File: src/hw/rtl/gdbl_pkg.sv
// Shared types, constants and row functions for the glyph row doubler.
package gdbl_pkg;

  localparam int RowW    = 8;
  localparam int OutW    = 16;
  localparam int QDepth  = 4;
  localparam int QAw     = $clog2(QDepth);

  localparam logic [OutW-1:0] PairTopMask  = 16'hc000;
  localparam logic [RowW-1:0] PixelTopMask = 8'h80;

  // One queue entry: every row that one input beat causes, already computed.
  typedef struct packed {
    logic            has_prev;
    logic [OutW-1:0] prev_bottom;
    logic [OutW-1:0] top;
    logic            last;
    logic [OutW-1:0] last_bottom;
  } gdbl_entry_t;

  function automatic logic [OutW-1:0] widen_row(input logic [RowW-1:0] bits);
    logic [OutW-1:0] res;
    res = '0;
    for (int k = 0; k < RowW; k++) begin
      if ((bits & (PixelTopMask >> k)) != '0) res = res | (PairTopMask >> (2 * k));
    end
    return res;
  endfunction

  // Fill an empty pair when exactly one diagonal test against nb passes.
  function automatic logic [OutW-1:0] diag_fill(input logic [OutW-1:0] own,
                                                input logic [OutW-1:0] nb);
    logic [OutW-1:0] res;
    logic [OutW-1:0] pm;
    logic            rt;
    logic            lt;
    res = own;
    for (int k = 0; k < RowW; k++) begin
      pm = PairTopMask >> (2 * k);
      rt = 1'b0;
      lt = 1'b0;
      if ((own & pm) == '0) begin
        if (k < RowW - 2)
          rt = ((nb & pm) == pm) && ((nb & (pm >> 2)) != '0) && ((own & (pm >> 2)) != '0);
        if (k > 0)
          lt = ((nb & pm) == pm) && ((nb & (pm << 2)) != '0) && ((own & (pm << 2)) != '0);
        if (lt && !rt) res = res | (pm << 1);
        if (rt && !lt) res = res | (pm >> 1);
      end
    end
    return res;
  endfunction

endpackage

File: src/hw/rtl/gdbl_front.sv
// Front end: accepts source rows, tracks glyph state and computes the rows each beat owes.
module gdbl_front (
  input  logic                        clk,
  input  logic                        rst,
  input  logic                        cfg_valid,
  output logic                        cfg_ready,
  input  logic                        cfg_data,
  input  logic                        s_axis_tvalid,
  output logic                        s_axis_tready,
  input  logic [gdbl_pkg::RowW-1:0]   s_axis_tdata,   // row_bits
  input  logic                        s_axis_tlast,   // last_row
  input  logic                        q_full,
  output logic                        q_push,
  output gdbl_pkg::gdbl_entry_t       q_data
);
  import gdbl_pkg::*;

  logic            smoothing_on;
  logic [OutW-1:0] prior_top;
  logic [RowW-1:0] held_row;
  logic            row_pending;

  logic [OutW-1:0] cur;
  logic [OutW-1:0] held_w;
  logic [OutW-1:0] top;

  assign cfg_ready     = 1'b1;
  assign s_axis_tready = !q_full;
  assign q_push        = s_axis_tvalid && s_axis_tready;

  always_comb begin
    cur    = widen_row(s_axis_tdata);
    held_w = widen_row(held_row);
    top    = smoothing_on ? diag_fill(cur, prior_top) : cur;
    q_data.has_prev    = row_pending;
    q_data.prev_bottom = smoothing_on ? diag_fill(held_w, cur) : held_w;
    q_data.top         = top;
    q_data.last        = s_axis_tlast;
    q_data.last_bottom = smoothing_on ? diag_fill(cur, '0) : cur;
  end

  always_ff @(posedge clk) begin
    if (rst) begin
      smoothing_on <= 1'b0;
      prior_top    <= '0;
      held_row     <= '0;
      row_pending  <= 1'b0;
    end else begin
      if (cfg_valid && cfg_ready) smoothing_on <= cfg_data;
      if (q_push) begin
        if (s_axis_tlast) begin
          // glyph closed: nothing owed, next glyph starts with a blank row above
          prior_top   <= '0;
          held_row    <= '0;
          row_pending <= 1'b0;
        end else begin
          prior_top   <= top;
          held_row    <= s_axis_tdata;
          row_pending <= 1'b1;
        end
      end
    end
  end

endmodule

File: src/hw/rtl/gdbl_fifo.sv
// Short queue of computed row groups between the front and back ends.
module gdbl_fifo (
  input  logic                  clk,
  input  logic                  rst,
  input  logic                  push,
  input  gdbl_pkg::gdbl_entry_t din,
  output logic                  full,
  input  logic                  pop,
  output gdbl_pkg::gdbl_entry_t dout,
  output logic                  not_empty
);
  import gdbl_pkg::*;

  gdbl_entry_t   mem [QDepth];
  logic [QAw-1:0] wr_ptr;
  logic [QAw-1:0] rd_ptr;
  logic [QAw:0]   count;

  assign full      = (count == (QAw+1)'(QDepth));
  assign not_empty = (count != '0);
  assign dout      = mem[rd_ptr];

  always_ff @(posedge clk) begin
    if (push) mem[wr_ptr] <= din;
  end

  always_ff @(posedge clk) begin
    if (rst) begin
      wr_ptr <= '0;
      rd_ptr <= '0;
      count  <= '0;
    end else begin
      if (push) wr_ptr <= wr_ptr + 1'b1;
      if (pop)  rd_ptr <= rd_ptr + 1'b1;
      unique case ({push, pop})
        2'b10:   count <= count + 1'b1;
        2'b01:   count <= count - 1'b1;
        default: count <= count;
      endcase
    end
  end

endmodule

File: src/hw/rtl/gdbl_back.sv
// Back end: walks each queued row group and sends its rows one beat at a time.
module gdbl_back (
  input  logic                        clk,
  input  logic                        rst,
  input  logic                        q_valid,
  input  gdbl_pkg::gdbl_entry_t       q_data,
  output logic                        q_pop,
  output logic                        m_axis_tvalid,
  input  logic                        m_axis_tready,
  output logic [gdbl_pkg::OutW-1:0]   m_axis_tdata,   // out_row
  output logic                        m_axis_tlast    // glyph_end
);
  import gdbl_pkg::*;

  typedef enum logic [1:0] {PH_PREV, PH_TOP, PH_LAST} phase_t;

  phase_t          phase;
  phase_t          phase_next;
  gdbl_entry_t     ent;
  logic            ent_valid;
  logic            load;
  logic            emit;
  logic            finish;
  logic [OutW-1:0] row_sel;

  always_comb begin
    load = !m_axis_tvalid || m_axis_tready;
    emit = ent_valid && load;
    unique case (phase)
      PH_PREV: begin
        row_sel    = ent.prev_bottom;
        phase_next = PH_TOP;
        finish     = 1'b0;
      end
      PH_TOP: begin
        row_sel    = ent.top;
        phase_next = PH_LAST;
        finish     = !ent.last;
      end
      PH_LAST: begin
        row_sel    = ent.last_bottom;
        phase_next = PH_TOP;
        finish     = 1'b1;
      end
      default: begin
        row_sel    = ent.top;
        phase_next = PH_TOP;
        finish     = 1'b1;
      end
    endcase
    // refill the group register as the last row of the current one goes out
    q_pop = q_valid && (!ent_valid || (emit && finish));
  end

  always_ff @(posedge clk) begin
    if (rst) begin
      ent_valid     <= 1'b0;
      phase         <= PH_TOP;
      m_axis_tvalid <= 1'b0;
    end else begin
      if (load) m_axis_tvalid <= ent_valid;
      if (emit) begin
        m_axis_tdata <= row_sel;
        m_axis_tlast <= (phase == PH_LAST);
      end
      if (q_pop) begin
        ent       <= q_data;
        ent_valid <= 1'b1;
        phase     <= q_data.has_prev ? PH_PREV : PH_TOP;
      end else if (emit && finish) begin
        ent_valid <= 1'b0;
      end else if (emit) begin
        phase <= phase_next;
      end
    end
  end

endmodule

File: src/hw/rtl/glyph_row_doubler_smoother.sv
// Top level of the 2x glyph row doubler with optional diagonal smoothing.
// Feed glyph rows on the s_axis channel: tdata[7:0] is the row, bit 7 the
// leftmost pixel, and tlast marks the final row of a glyph. Doubled 16-bit
// rows leave on m_axis, bit 15 leftmost; tlast flags the last row of a glyph.
// Each source row yields its top row at once and its bottom row with the next
// source row, or right after the top row when tlast is set.
// The cfg channel writes the one smoothing enable bit (cfg_data); cfg_ready is
// always high, and writes belong between glyphs while the block is drained.
// With the back end idle, a beat's first row reaches m_axis through the
// queue and the group and output registers; a top row behind an owed bottom
// row follows it.
// Throughput: one output row per cycle while m_axis is ready, set by the
// single output port. A middle source row yields two rows, the first of a
// glyph one and the last of a longer glyph three. A four-entry queue between
// front and back keeps s_axis accepting while m_axis stalls, until it fills.
// Reset (rst, synchronous) clears the queue, the glyph state and smoothing.
module glyph_row_doubler_smoother (
  input  logic                        clk,
  input  logic                        rst,
  input  logic                        cfg_valid,
  output logic                        cfg_ready,
  input  logic                        cfg_data,       // smoothing_on
  input  logic                        s_axis_tvalid,
  output logic                        s_axis_tready,
  input  logic [gdbl_pkg::RowW-1:0]   s_axis_tdata,   // row_bits
  input  logic                        s_axis_tlast,   // last_row
  output logic                        m_axis_tvalid,
  input  logic                        m_axis_tready,
  output logic [gdbl_pkg::OutW-1:0]   m_axis_tdata,   // out_row
  output logic                        m_axis_tlast    // glyph_end
);
  import gdbl_pkg::*;

  gdbl_entry_t push_data;
  gdbl_entry_t head_data;
  logic        push;
  logic        full;
  logic        pop;
  logic        not_empty;

  gdbl_front u_front (
    .clk           (clk),
    .rst           (rst),
    .cfg_valid     (cfg_valid),
    .cfg_ready     (cfg_ready),
    .cfg_data      (cfg_data),
    .s_axis_tvalid (s_axis_tvalid),
    .s_axis_tready (s_axis_tready),
    .s_axis_tdata  (s_axis_tdata),
    .s_axis_tlast  (s_axis_tlast),
    .q_full        (full),
    .q_push        (push),
    .q_data        (push_data)
  );

  gdbl_fifo u_fifo (
    .clk       (clk),
    .rst       (rst),
    .push      (push),
    .din       (push_data),
    .full      (full),
    .pop       (pop),
    .dout      (head_data),
    .not_empty (not_empty)
  );

  gdbl_back u_back (
    .clk           (clk),
    .rst           (rst),
    .q_valid       (not_empty),
    .q_data        (head_data),
    .q_pop         (pop),
    .m_axis_tvalid (m_axis_tvalid),
    .m_axis_tready (m_axis_tready),
    .m_axis_tdata  (m_axis_tdata),
    .m_axis_tlast  (m_axis_tlast)
  );

endmodule
File: config.mk
export PLATFORM = sky130hd
export DESIGN_NAME = glyph_row_doubler_smoother
export DESIGN_NICKNAME = d
export VERILOG_FILES = /design/src/hw/rtl/gdbl_pkg.sv /design/src/hw/rtl/gdbl_front.sv /design/src/hw/rtl/gdbl_fifo.sv /design/src/hw/rtl/gdbl_back.sv /design/src/hw/rtl/glyph_row_doubler_smoother.sv
export SDC_FILE = /design/constraint.sdc
export NUM_CORES = 1
export LEC_CHECK = 0
export BUFFER_PORTS_ARGS = -buffer_cell sky130_fd_sc_hd__buf_4
export CAP_MARGIN = 20
export CORE_ASPECT_RATIO = 1.75
export CORE_MARGIN = 10
export CORE_UTILIZATION = 56
export CTS_CLUSTER_DIAMETER = 50
export DETAILED_ROUTE_END_ITERATION = 12
export PLACE_DENSITY_LB_ADDON = 0.08
export REMOVE_ABC_BUFFERS = 1
export SETUP_SLACK_MARGIN = 0.1
export SYNTH_ARGS = -nofsm -noshare
export SYNTH_HDL_FRONTEND = slang
export SYNTH_HIERARCHICAL = 1
export SYNTH_SLANG_ARGS = --single-unit
File: constraint.sdc
create_clock -name clk -period 5.83 [get_ports clk]
set_input_delay 1.166 -clock clk [delete_from_list [all_inputs] [get_ports clk]]
set_output_delay 1.166 -clock clk [all_outputs]
set_load 0.02 [all_outputs]
==> results by group, run 1 <==
Placed design
  • RePlAce Congestion: 0.782
  • Cell total after placement: 874
  • DP Area: 12,000 um^2
  • Hpwl dp: 12,900 um
  • Port bufs: 33

Cells and area
  • Most common cell after layout, fill and taps aside: edfxtp_1
  • FF+latch area: 8730 um^2
  • Diode count: 0
  • Post-layout util: 62.1%
  • Share of cells above drive strength 1: 22.8%
  • Finished Cell Area: 12,900 um^2
  • Multi-input logic area: 2620 um^2
  • Syn-to-layout area delta: 9.54%
  • # nets final: 672
  • Non-filler instance count after layout: 923
  • Fillers: 1,486
  • Commonest non-fill, non-tap cells in the layout: 266 x edfxtp_1, 50 x mux4_2, 42 x buf_4, 35 x dfxtp_1, 34 x nand2_1

Logic synthesis
  • Synthesis Warnings: 6
  • Adder-Cell Fraction of Synth Area: 0.699%
  • Number of synthesized flops with an enable pin: 266
  • #FFs+latches synth: 303
  • Compound-Gate Fraction of Synth Area: 5.95%
  • Synth Instances: 637
  • Post-synthesis cell type count: 49
  • Synth area leader: edfxtp_1
  • Syn Std Cell Area: 11,800 um^2
  • Yosys top cell area share: 67.6%
  • Post-synthesis xor/xnor area fraction: 0.371%
  • Synth Area per Inst: 18.5 um^2
  • Top_reg_cell synth: edfxtp_1
  • Post-synthesis mux area share: 11.1%
  • Synth top area cells: edfxtp_1 68%, mux4_2 9.5%, dfxtp_1 6.3%
  • Largest family of logic cells by synthesized area: multiplexers
  • Seq/Total Area, Yosys: 73.9%
  • Fraction of registers with async set/reset: 0%
  • Post-Synth Simple-Gate Area: 3.86%

Flow run
  • Max cap viols: 0

Route
  • Drt via density: 6.12
  • Vias: 5,646
  • DRC Markers: 0
  • Wire per inst: 23.4 um
  • Final ANT Viol Nets: 0
  • Total Wirelength: 21,600 um
  • Initial DRT Pass Iterations: 7
  • Initial DRC count: 409

Worst setup path
  • Startpoint types: input port
  • WS Path Type: input port to register
  • Setup crit end kind: register
  • Worst EP arrival: 3.44 ns
  • WP data required: 6.02 ns
  • Largest fanout on the critical path: 29

Clock network
  • CTS tree: built
  • Postcts setup bufs: 0
  • Total number of H-tree levels: 1
  • CTS Buf Count: 26
  • Resize count post-CTS: 0
  • CTS max path bufs: 3
  • Reg clk slew, reported paths: 0.07 ns
  • CTS Sinks: 303
  • Hold bufs inserted after CTS: 0
  • CTS root buffer: clkbuf_16
  • Clock Latency Late Sink: 0.53 ns

Timing
  • Clock skew: 0.0126 ns
  • Slew HR: 33.7%
  • Final period utilization: 55.7%
  • Max Slew Vio Count: 0
  • RSZ-0062 raised after global routing: no
  • Final Hold Vio Count: 0
  • Fin crit period: 3.25 ns
  • Count of final setup violators: 0
  • Fin Setup TNS: 0 ns
  • Least-Margin Pin Slew: 0.995 ns
  • Fmax: 0.308 GHz

Power and ir drop
  • Sw Share: 26.1%
  • Psw: 1490 uW
  • P_int: 4220 uW
  • Sequential Power Share: 51.1%
  • Total power: 5700 uW
  • Clock share of power: 30.9%
  • Comb power frac: 18.1%
  • P_leak: 0.00433 uW
  • Max rail drop VDD: 0.331 mV
  • Cell Pwr Density: 441 nW/um^2

Global routing
  • Largest net degree at the start of global routing: 51
  • First-pass GRT wire length: 33,800 um
  • Vias in the first global route: 6,039
  • Remaining Overflow, GRT: 0
  • Initial antenna violation count: 0
  • Global Route Usage Sum: 16.1%

Floorplan
  • I/O Pins: 35
  • Row count: 70
  • Die ar.: 27,500 um^2
  • DIE WIDTH: 130 um
  • Core area: 20,800 um^2
  • Vert. Die Dim: 212 um
  • Starting Density: 56.7%

Outcome
  • Outcome: finished, final reports clean

Worst hold path
  • Min-delay worst type: register to register
area by class of cell:
| cell class | instances | share of cell area [%] |
|---|---|---|
| repair buffers | 43 | 2.59 |
| multi-input cells | 267 | 20.3 |
| flip-flops and latches | 303 | 67.5 |
| well taps | 252 | 2.44 |
| inverters | 10 | 0.290 |
| clock buffers | 30 | 5.39 |
| clock inverters | 18 | 1.52 |
power by group through the flow:
stage / sequential, uW / clock, uW / combinational, uW
after floorplan: 3030 / 0 / 623
after global placement: 2980 / 0 / 980
after detailed placement: 3000 / 0 / 1010
after CTS: 2950 / 1810 / 1010
after global routing: 2940 / 1890 / 1130
final: 2910 / 1760 / 1030
synth_stat cells (4+ instances only):
master and count:
a21oi_1 17, a22oi_1 12, a31o_1 10, a31oi_1 4
a32o_1 6, a41o_1 14, and2_1 7, and3_1 4
buf_12 5, buf_2 12, buf_4 26, buf_6 4
clkbuf_1 9, dfxtp_1 37, edfxtp_1 266, ha_1 5
inv_1 9, mux2i_1 19, mux4_2 50, nand2_1 34
nand2b_1 4, nand4_1 6, nor2_1 18, o21ai_0 12
o21ai_1 13
per-layer routing:
metal | vias up | routed length [um] | track usage [%]
li1 | 2555 | - | -
met1 | 2928 | 8480 | 19.1
met2 | 124 | 11900 | 29.3
met3 | 39 | 665 | 1.95
met4 | 0 | 502 | 5.10
met5 | - | 0 | 0
cell families after synthesis:
logic type | Yosys count
other | 1
and+or+nand+nor | 88
adders and majority gates | 6
buffers and inverters | 67
DFF | 303
xor gates and xnor gates | 5
AOI/OAI and AO/OA | 98
muxes | 69
metrics by stage:
step	setup WS [ns]	hold slack, ns
floorplan	1.67	0.453
global placement	2.10	0.477
detailed placement	2.04	0.491
CTS	2.60	0.503
global route	2.40	0.530
finish	2.58	0.507
registers in the layout, summed over array words and instances, names as in the netlist, named ones only:
name	count
u_fifo/rd_ptr	2
u_front/row_pending	1
u_back/m_axis_tdata	16
u_back/ent_valid	1
u_back/ent	49
u_back/m_axis_tlast	1
u_back/phase	2
u_back/m_axis_tvalid	1
u_front/smoothing_on	1
u_fifo/count	3
u_front/held_row	8
u_front/prior_top	14
u_fifo/mem	200
u_fifo/wr_ptr	2
worst max-delay path, stage by stage:
cell      delay, ns
buf_4          0.08
nand2b_1       0.50
inv_2          0.40
and2_2         0.77
buf_4          0.46
worst paths after layout:
path         cells past startpoint  slack, ns                   from                     to
max                              5       2.58          s_axis_tvalid      u_fifo/mem[1][25]
min                              2       0.51  u_front/prior_top[12]  u_front/prior_top[12]
max reg2reg                      5       2.61        u_fifo/count[2]      u_fifo/mem[1][25]
min reg2reg                      2       0.51  u_front/prior_top[12]  u_front/prior_top[12]
(Power assumes the default switching activity.)
==> inputs of run 2 (changes only) <==
==> constraint.sdc (replaced) <==
create_clock -name clk -period 3 [get_ports clk]
set_input_delay 0.6 -clock clk [delete_from_list [all_inputs] [get_ports clk]]
set_output_delay 0.6 -clock clk [all_outputs]
set_load 0.02 [all_outputs]
==> run 2 against run 1 <==
Effect of this change: via count rose by 0.18%; count of clock-buffer cells in the layout increased by 7; clock skew down 0.0023 ns; global-route usage up 0.078 points; first-iteration DRC count up 1.2%; critical path type is now register to register; critical endpoint is now u_fifo/count[2]; highest routed layer unchanged.
==> results by group, run 2 (synthesis results as in run 1) <==
Clock network
  • CTS root buffer: clkbuf_16 (unchanged)
  • CTS Sinks: 303 (unchanged)
  • CTS tree: built (unchanged)
  • CTS Buf Count: 26 (unchanged)
  • Resize count post-CTS: 0 (unchanged)
  • Total number of H-tree levels: 1 (unchanged)
  • Hold bufs inserted after CTS: 0 (unchanged)
  • Postcts setup bufs: 0 (unchanged)
  • CTS max path bufs: 3 (unchanged)
  • Clock Latency Late Sink: 0.52 ns (was 0.53 ns)
  • Reg clk slew, reported paths: 0.06 ns (was 0.07 ns)

Global routing
  • GRT met2 Usage: 29.5% (was 29.3%)
  • Met3 GRT Util: 2.09% (was 1.95%)
  • Initial antenna violation count: 0 (unchanged)
  • Largest net degree at the start of global routing: 51 (unchanged)
  • Global Route Usage Sum: 16.1% (about the same)
  • Top Usage Layer GRT: met2 (unchanged)
  • Vias in the first global route: 6,013 (was 6,039)
  • First-pass GRT wire length: 34,300 um (was 33,800 um)
  • Global Route met1 Usage: 19.4% (was 19.1%)
  • Remaining Overflow, GRT: 0 (unchanged)

Cells and area
  • Top reg by flops: u_fifo/mem (unchanged)
  • Post-layout util: 63.0% (was 62.1%)
  • Most common cell after layout, fill and taps aside: edfxtp_1 (unchanged)
  • Max FFs per register: 200 (unchanged)
  • Largest registers: u_fifo/mem x200, u_back/ent x49, u_back/m_axis_tdata x16 (unchanged)
  • Syn-to-layout area delta: 11.1% (was 9.54%)
  • Diode count: 0 (unchanged)
  • Commonest non-fill, non-tap cells in the layout: 266 x edfxtp_1, 50 x mux4_2, 39 x buf_4, 35 x dfxtp_1, 34 x nand2_1 (was 266 x edfxtp_1, 50 x mux4_2, 42 x buf_4, 35 x dfxtp_1, 34 x nand2_1)
  • # nets final: 677 (was 672)
  • Non-filler instance count after layout: 928 (was 923)
  • Finished Cell Area: 13,100 um^2 (was 12,900 um^2)
  • Share of cells above drive strength 1: 22.5% (was 22.8%)

Power and ir drop
  • Cell Pwr Density: 864 nW/um^2 (was 441 nW/um^2)
  • P_leak: 0.00442 uW (was 0.00433 uW)
  • Max rail drop VDD: 0.529 mV (was 0.331 mV)
  • Total power: 11,300 uW (was 5700 uW)

Route
  • Vias: 5,656 (was 5,646)
  • Drt via density: 6.09 (was 6.12)
  • Total Wirelength: 21,800 um (was 21,600 um)
  • Initial DRT Pass Iterations: 5 (was 7)
  • Wire per inst: 23.5 um (was 23.4 um)
  • DRC Markers: 0 (unchanged)
  • Initial DRC count: 414 (was 409)
  • Final ANT Viol Nets: 0 (unchanged)

Worst setup path
  • CP max stage cell: fa_1 (was and2_2)
  • Setup crit end kind: register (unchanged)
  • Setup slack, reg-to-reg: 0.44 ns (was 2.61 ns)
  • Startpoint types: register (was input port)
  • Crit path cell chain: or3_1, inv_1, a211o_1, inv_1, ha_1, fa_1, xnor2_1, or3_1, a21oi_1 (was buf_4, nand2b_1, inv_2, and2_2, buf_4)
  • CP Launch Point: u_fifo/count[0] (was s_axis_tvalid)
  • Reg2reg start: u_fifo/count[0] (was u_fifo/count[2])
  • Max incr delay on CP: 0.45 ns (was 0.77 ns)
  • Worst EP arrival: 3.00 ns (was 3.44 ns)
  • WS Path Type: register to register (was input port to register)
  • FF-to-FF End: u_fifo/count[2] (was u_fifo/mem[1][25])
  • Largest fanout on the critical path: 4 (was 29)
  • WP data required: 3.44 ns (was 6.02 ns)
  • Setup crit end: u_fifo/count[2] (was u_fifo/mem[1][25])
  • R2R depth: 9 (was 5)

Timing
  • Slew HR: 60.2% (was 33.7%)
  • Max Slew Vio Count: 0 (unchanged)
  • Fmax: 0.391 GHz
  • Clock skew: 0.0102 ns (was 0.0126 ns)
  • Least-Margin Pin Slew: 0.596 ns (was 0.995 ns)
  • Final Hold Vio Count: 0 (unchanged)
  • Final period utilization: 85.3%
  • RSZ-0062 raised after global routing: no (unchanged)
  • Fin crit period: 2.56 ns
  • Count of final setup violators: 0 (unchanged)

Floorplan
  • Die ar.: 27,500 um^2 (unchanged)
  • Core area: 20,800 um^2 (unchanged)
  • DIE WIDTH: 130 um (unchanged)
  • Vert. Die Dim: 212 um (unchanged)
  • Starting Density: 56.7% (unchanged)
  • I/O Pins: 35 (unchanged)
  • Row count: 70 (unchanged)

Placed design
  • RePlAce Congestion: 0.752 (was 0.782)
  • Cell total after placement: 880 (was 874)
  • Hpwl dp: 13,000 um (was 12,900 um)
  • DP Area: 12,200 um^2 (was 12,000 um^2)
  • Port bufs: 33 (unchanged)

Flow run
  • Max cap viols: 0 (unchanged)

Worst hold path
  • Min-delay worst type: input port to register (was register to register)

Outcome
  • Outcome: finished, final reports clean (unchanged)
[run 2: layout make-up]
type | count | area [um^2]
Clock buffer | 37 | 763
Timing Repair Buffer | 48 | 473
Inverter | 10 | 37.5
Fill cell | 1500 | 7720
Clock inverter | 11 | 183
Tap cell | 252 | 315
Multi-Input combinational cell | 267 | 2620
Sequential cell | 303 | 8730
[run 2: metrics by stage]
stage                     setup TNS (ns)  hold slack [ns]  worst slack [ns]
after floorplan                   -43.80            0.453            -0.815
after global placement                 0            0.476             0.393
after detailed placement               0            0.493             0.320
final                                  0            0.332             0.440
after CTS                              0            0.315             0.434
after global routing                   0            0.339             0.244
[run 2: power breakdown]
part           leakage (uW)  internal [uW]  total [uW]  switching [uW]
sequential          0.00277           5390        5660             265
clock              0.000458           2200        3610            1410
combinational       0.00119            900        2070            1170
[run 2: worst min-delay path by stage]
stage,start,end,slack (ns),cells past startpoint
2_1_floorplan,u_front/prior_top[12],u_front/prior_top[12],0.45,2
3_3_place_gp,u_front/prior_top[12],u_front/prior_top[12],0.48,2
3_5_place_dp,u_front/prior_top[1],u_front/prior_top[1],0.49,1
4_1_cts,cfg_data,u_front/smoothing_on,0.31,3
5_1_grt,s_axis_tlast,u_fifo/mem[2][16],0.34,1
6_report,cfg_data,u_front/smoothing_on,0.33,3
[run 2: layer usage]
| metal | part of all wire [%] | vias to the layer above |
|---|---|---|
| met5 | 0 | - |
| met4 | 1.8 | 0 |
| met3 | 3.4 | 29 |
| met2 | 55 | 112 |
| met1 | 40 | 2953 |
| li1 | - | 2562 |
[run 2: worst max-delay path: cells and delay by family (launching register included)]
family | cells | cell delay, ns
adder cells (fa/ha/maj) | 2 | 0.70
buffers and inverters | 2 | 0.24
XOR/XNOR | 1 | 0.15
AND/OR/NAND/NOR | 2 | 0.69
flip-flops | 1 | 0.36
AO/OA/AOI/OAI | 2 | 0.35
==> inputs of run 3 (changes only) <==
--- a/config.mk
+++ b/config.mk
@@ -17,5 +17,4 @@
 export SETUP_SLACK_MARGIN = 0.1
 export SYNTH_ARGS = -nofsm -noshare
 export SYNTH_HDL_FRONTEND = slang
-export SYNTH_HIERARCHICAL = 1
 export SYNTH_SLANG_ARGS = --single-unit
==> run 3 against run 2 <==
Effect of this change: synthesized cell count is 13% lower; largest power group unchanged; critical endpoint is now u_fifo.count[2]; combinational power down 8%; clock power fell by 27%; synthesized area fell by 17%; register-to-register slack got worse by 0.04 ns; critical path depth decreased by 1; fmax shrank 1.6%; routed wire length decreased by 16%; critical path type unchanged.
==> results by group, run 3 <==
Outcome
  • Outcome: finished, final reports clean (unchanged)

Worst setup path
  • Largest fanout on the critical path: 5 (was 4)
  • CP Launch Point: u_fifo.count[0] (was u_fifo/count[0])
  • Worst EP arrival: 3.02 ns (was 3.00 ns)
  • Startpoint types: register (unchanged)
  • Reg2reg start: u_fifo.count[0] (was u_fifo/count[0])
  • Max incr delay on CP: 0.44 ns (was 0.45 ns)
  • Setup crit end kind: register (unchanged)
  • Crit path cell chain: or3_1, o211ai_1, inv_1, ha_1, fa_1, xnor2_1, or3_2, a21oi_1 (was or3_1, inv_1, a211o_1, inv_1, ha_1, fa_1, xnor2_1, or3_1, a21oi_1)
  • WS Path Type: register to register (unchanged)
  • WP data required: 3.42 ns (was 3.44 ns)
  • CP max stage cell: or3_1 (was fa_1)
  • Setup slack, reg-to-reg: 0.40 ns (was 0.44 ns)
  • CP top delay family: simple AND/OR/NAND/NOR gates (was adder cells)
  • CP Buf/Inv Count: 1 (was 2)
  • R2R depth: 8 (was 9)
  • FF-to-FF End: u_fifo.count[2] (was u_fifo/count[2])

Route
  • Wire per inst: 21.9 um (was 23.5 um)
  • Total Wirelength: 18,300 um (was 21,800 um)
  • Drt via density: 5.90 (was 6.09)
  • Initial DRC count: 466 (was 414)
  • Final ANT Viol Nets: 0 (unchanged)
  • DRC Markers: 0 (unchanged)
  • Initial DRT Pass Iterations: 5 (unchanged)
  • Vias: 4,929 (was 5,656)

Clock network
  • CTS max path bufs: 3 (unchanged)
  • CTS Sinks: 253 (was 303)
  • CTS tree: built (unchanged)
  • Postcts setup bufs: 0 (unchanged)
  • CTS Buf Count: 21 (was 26)
  • Reg clk slew, reported paths: 0.07 ns (was 0.06 ns)
  • CTS root buffer: clkbuf_16 (unchanged)
  • Total number of H-tree levels: 1 (unchanged)
  • Clock Latency Late Sink: 0.50 ns (was 0.52 ns)
  • Hold bufs inserted after CTS: 0 (unchanged)
  • Resize count post-CTS: 0 (unchanged)

Timing
  • Max Slew Vio Count: 0 (unchanged)
  • Fin Setup TNS: 0 ns (unchanged)
  • Fmax: 0.384 GHz (was 0.391 GHz)
  • Final period utilization: 86.7% (was 85.3%)
  • Fin crit period: 2.60 ns (was 2.56 ns)
  • Clock skew: 0.0135 ns (was 0.0102 ns)
  • Final Hold Vio Count: 0 (unchanged)
  • Least-Margin Pin Slew: 0.741 ns (was 0.596 ns)
  • RSZ-0062 raised after global routing: no (unchanged)
  • Slew HR: 50.6% (was 60.2%)
  • Count of final setup violators: 0 (unchanged)

Logic synthesis
  • Post-synth top cells: 216 x edfxtp_1, 51 x nand2_1, 40 x mux4_2, 37 x dfxtp_1, 24 x o21ai_0 (was 266 x edfxtp_1, 50 x mux4_2, 37 x dfxtp_1, 34 x nand2_1, 26 x buf_4)
  • Top-count cell post-synth: edfxtp_1 (unchanged)
  • Synth area leader: edfxtp_1 (unchanged)
  • Fraction of registers with async set/reset: 0% (unchanged)
  • Synthesis Warnings: 0 (was 6)
  • Top_reg_cell synth: edfxtp_1 (unchanged)
  • Number of synthesized flops with an enable pin: 216 (was 266)
  • Seq/Total Area, Yosys: 73.9% (about the same)
  • Synth top area cells: edfxtp_1 66%, mux4_2 9.2%, dfxtp_1 7.6% (was edfxtp_1 68%, mux4_2 9.5%, dfxtp_1 6.3%)
  • Synth Instances: 556 (was 637)
  • Synth Area per Inst: 17.6 um^2 (was 18.5 um^2)
  • Yosys top cell area share: 66.3% (was 67.6%)
  • #FFs+latches synth: 253 (was 303)
  • Post-synthesis cell type count: 46 (was 49)
  • Syn Std Cell Area: 9780 um^2 (was 11,800 um^2)

Worst hold path
  • Hold Path End: u_front.smoothing_on (was u_front/smoothing_on)
  • Hold Path Depth: 3 (unchanged)
  • Worst hold start: cfg_data (unchanged)
  • Min-delay worst type: input port to register (unchanged)

Cells and area
  • Most common cell after layout, fill and taps aside: edfxtp_1 (unchanged)
  • Fillers: 1,230 (was 1,500)
  • Largest registers: u_fifo.mem x160, u_back.ent x39 (was u_fifo/mem x200, u_back/ent x49, u_back/m_axis_tdata x16)
  • # nets final: 614 (was 677)
  • Syn-to-layout area delta: 12.4% (was 11.1%)
  • Multi-input logic area: 2380 um^2 (was 2620 um^2)
  • Share of cells above drive strength 1: 24.2% (was 22.5%)
  • Finished Cell Area: 11,000 um^2 (was 13,100 um^2)
  • Commonest non-fill, non-tap cells in the layout: 216 x edfxtp_1, 51 x nand2_1, 40 x mux4_2, 38 x buf_4, 35 x dfxtp_1 (was 266 x edfxtp_1, 50 x mux4_2, 39 x buf_4, 35 x dfxtp_1, 34 x nand2_1)
  • Max FFs per register: 160 (was 200)
  • Diode count: 0 (unchanged)
  • FF+latch area: 7230 um^2 (was 8730 um^2)
  • Top reg by flops: u_fifo.mem (was u_fifo/mem)
  • Post-layout util: 64.5% (was 63.0%)

Placed design
  • Hpwl dp: 11,200 um (was 13,000 um)
  • DP Area: 10,300 um^2 (was 12,200 um^2)
  • Port bufs: 33 (unchanged)
  • RePlAce Congestion: 0.800 (was 0.752)

Floorplan
  • Row count: 63 (was 70)
  • Starting Density: 57.4% (was 56.7%)
  • DIE WIDTH: 120 um (was 130 um)
  • Core area: 17,000 um^2 (was 20,800 um^2)
  • Vert. Die Dim: 195 um (was 212 um)
  • Die ar.: 23,400 um^2 (was 27,500 um^2)
  • I/O Pins: 35 (unchanged)

Global routing
  • Vias in the first global route: 5,191 (was 6,013)
  • Initial antenna violation count: 0 (unchanged)
  • First-pass GRT wire length: 29,200 um (was 34,300 um)
  • Largest net degree at the start of global routing: 41 (was 51)
  • Global Route Usage Sum: 15.8% (was 16.1%)
  • Remaining Overflow, GRT: 0 (unchanged)

Power and ir drop
  • Cell Pwr Density: 847 nW/um^2 (was 864 nW/um^2)
  • Max rail drop VDD: 0.524 mV (was 0.529 mV)
  • P_leak: 0.00369 uW (was 0.00442 uW)

Flow run
  • Max cap viols: 0 (unchanged)
[run 3: how the worst max path moves through the flow]
stage                            endpoint  slack [ns]  depth (start not counted)
after floorplan            u_back.ent[11]       -0.27                          3
after global placement    u_fifo.count[2]        0.30                          9
after detailed placement  u_fifo.count[2]        0.25                          9
after CTS                 u_fifo.count[2]        0.39                          8
after global routing      u_fifo.count[2]        0.21                          8
final                     u_fifo.count[2]        0.40                          8
[run 3: worst reg2reg max path, stage by stage (launching register included)]
cell	delay [ns]
dfxtp_1	0.36
or3_1	0.44
o211ai_1	0.26
inv_1	0.10
ha_1	0.24
fa_1	0.44
xnor2_1	0.14
or3_2	0.40
a21oi_1	0.15
[run 3: area by class of cell]
cell class | count | share of cell area [%]
Sequential cell | 253 | 65.8
Multi-Input combinational cell | 267 | 21.7
Clock buffer | 28 | 5.02
Timing Repair Buffer | 44 | 3.69
Tap cell | 227 | 2.58
Clock inverter | 10 | 0.957
Inverter | 6 | 0.273
[run 3: cell families after synthesis]
| group | share of synthesized area (%) |
|---|---|
| other cells | 0.0384 |
| xor+xnor | 0.448 |
| simple gates | 5.22 |
| buf+inv | 1.91 |
| fa+ha+maj | 0.845 |
| mux | 11.2 |
| flops | 73.9 |
| compound gates | 6.44 |
[run 3: report_power, final]
| part | switching, uW | leakage [uW] | total, uW | internal, uW |
|---|---|---|---|---|
| Sequential | 231 | 0.00231 | 4770 | 4530 |
| Clock | 1160 | 0.000313 | 2640 | 1480 |
| Combinational | 1070 | 0.00107 | 1900 | 829 |
| Total | 2460 | 0.00369 | 9300 | 6840 |
[run 3: through the flow]
stage	std cells	hold slack, ns	total power (uW)	setup WS (ns)
floorplan	526	0.449	6080	-0.267
global placement	797	0.464	6700	0.303
detailed placement	797	0.474	6790	0.253
CTS	835	0.324	9410	0.387
global route	835	0.328	9750	0.208
finish	835	0.344	9300	0.399
[run 3: metal layers]
| metal | GRT usage [%] | routed length (um) |
|---|---|---|
| met2 | 28.3 | 10000 |
| met4 | 4.29 | 332 |
| met3 | 2.23 | 734 |
| met5 | 0 | 0 |
| met1 | 19.5 | 7190 |
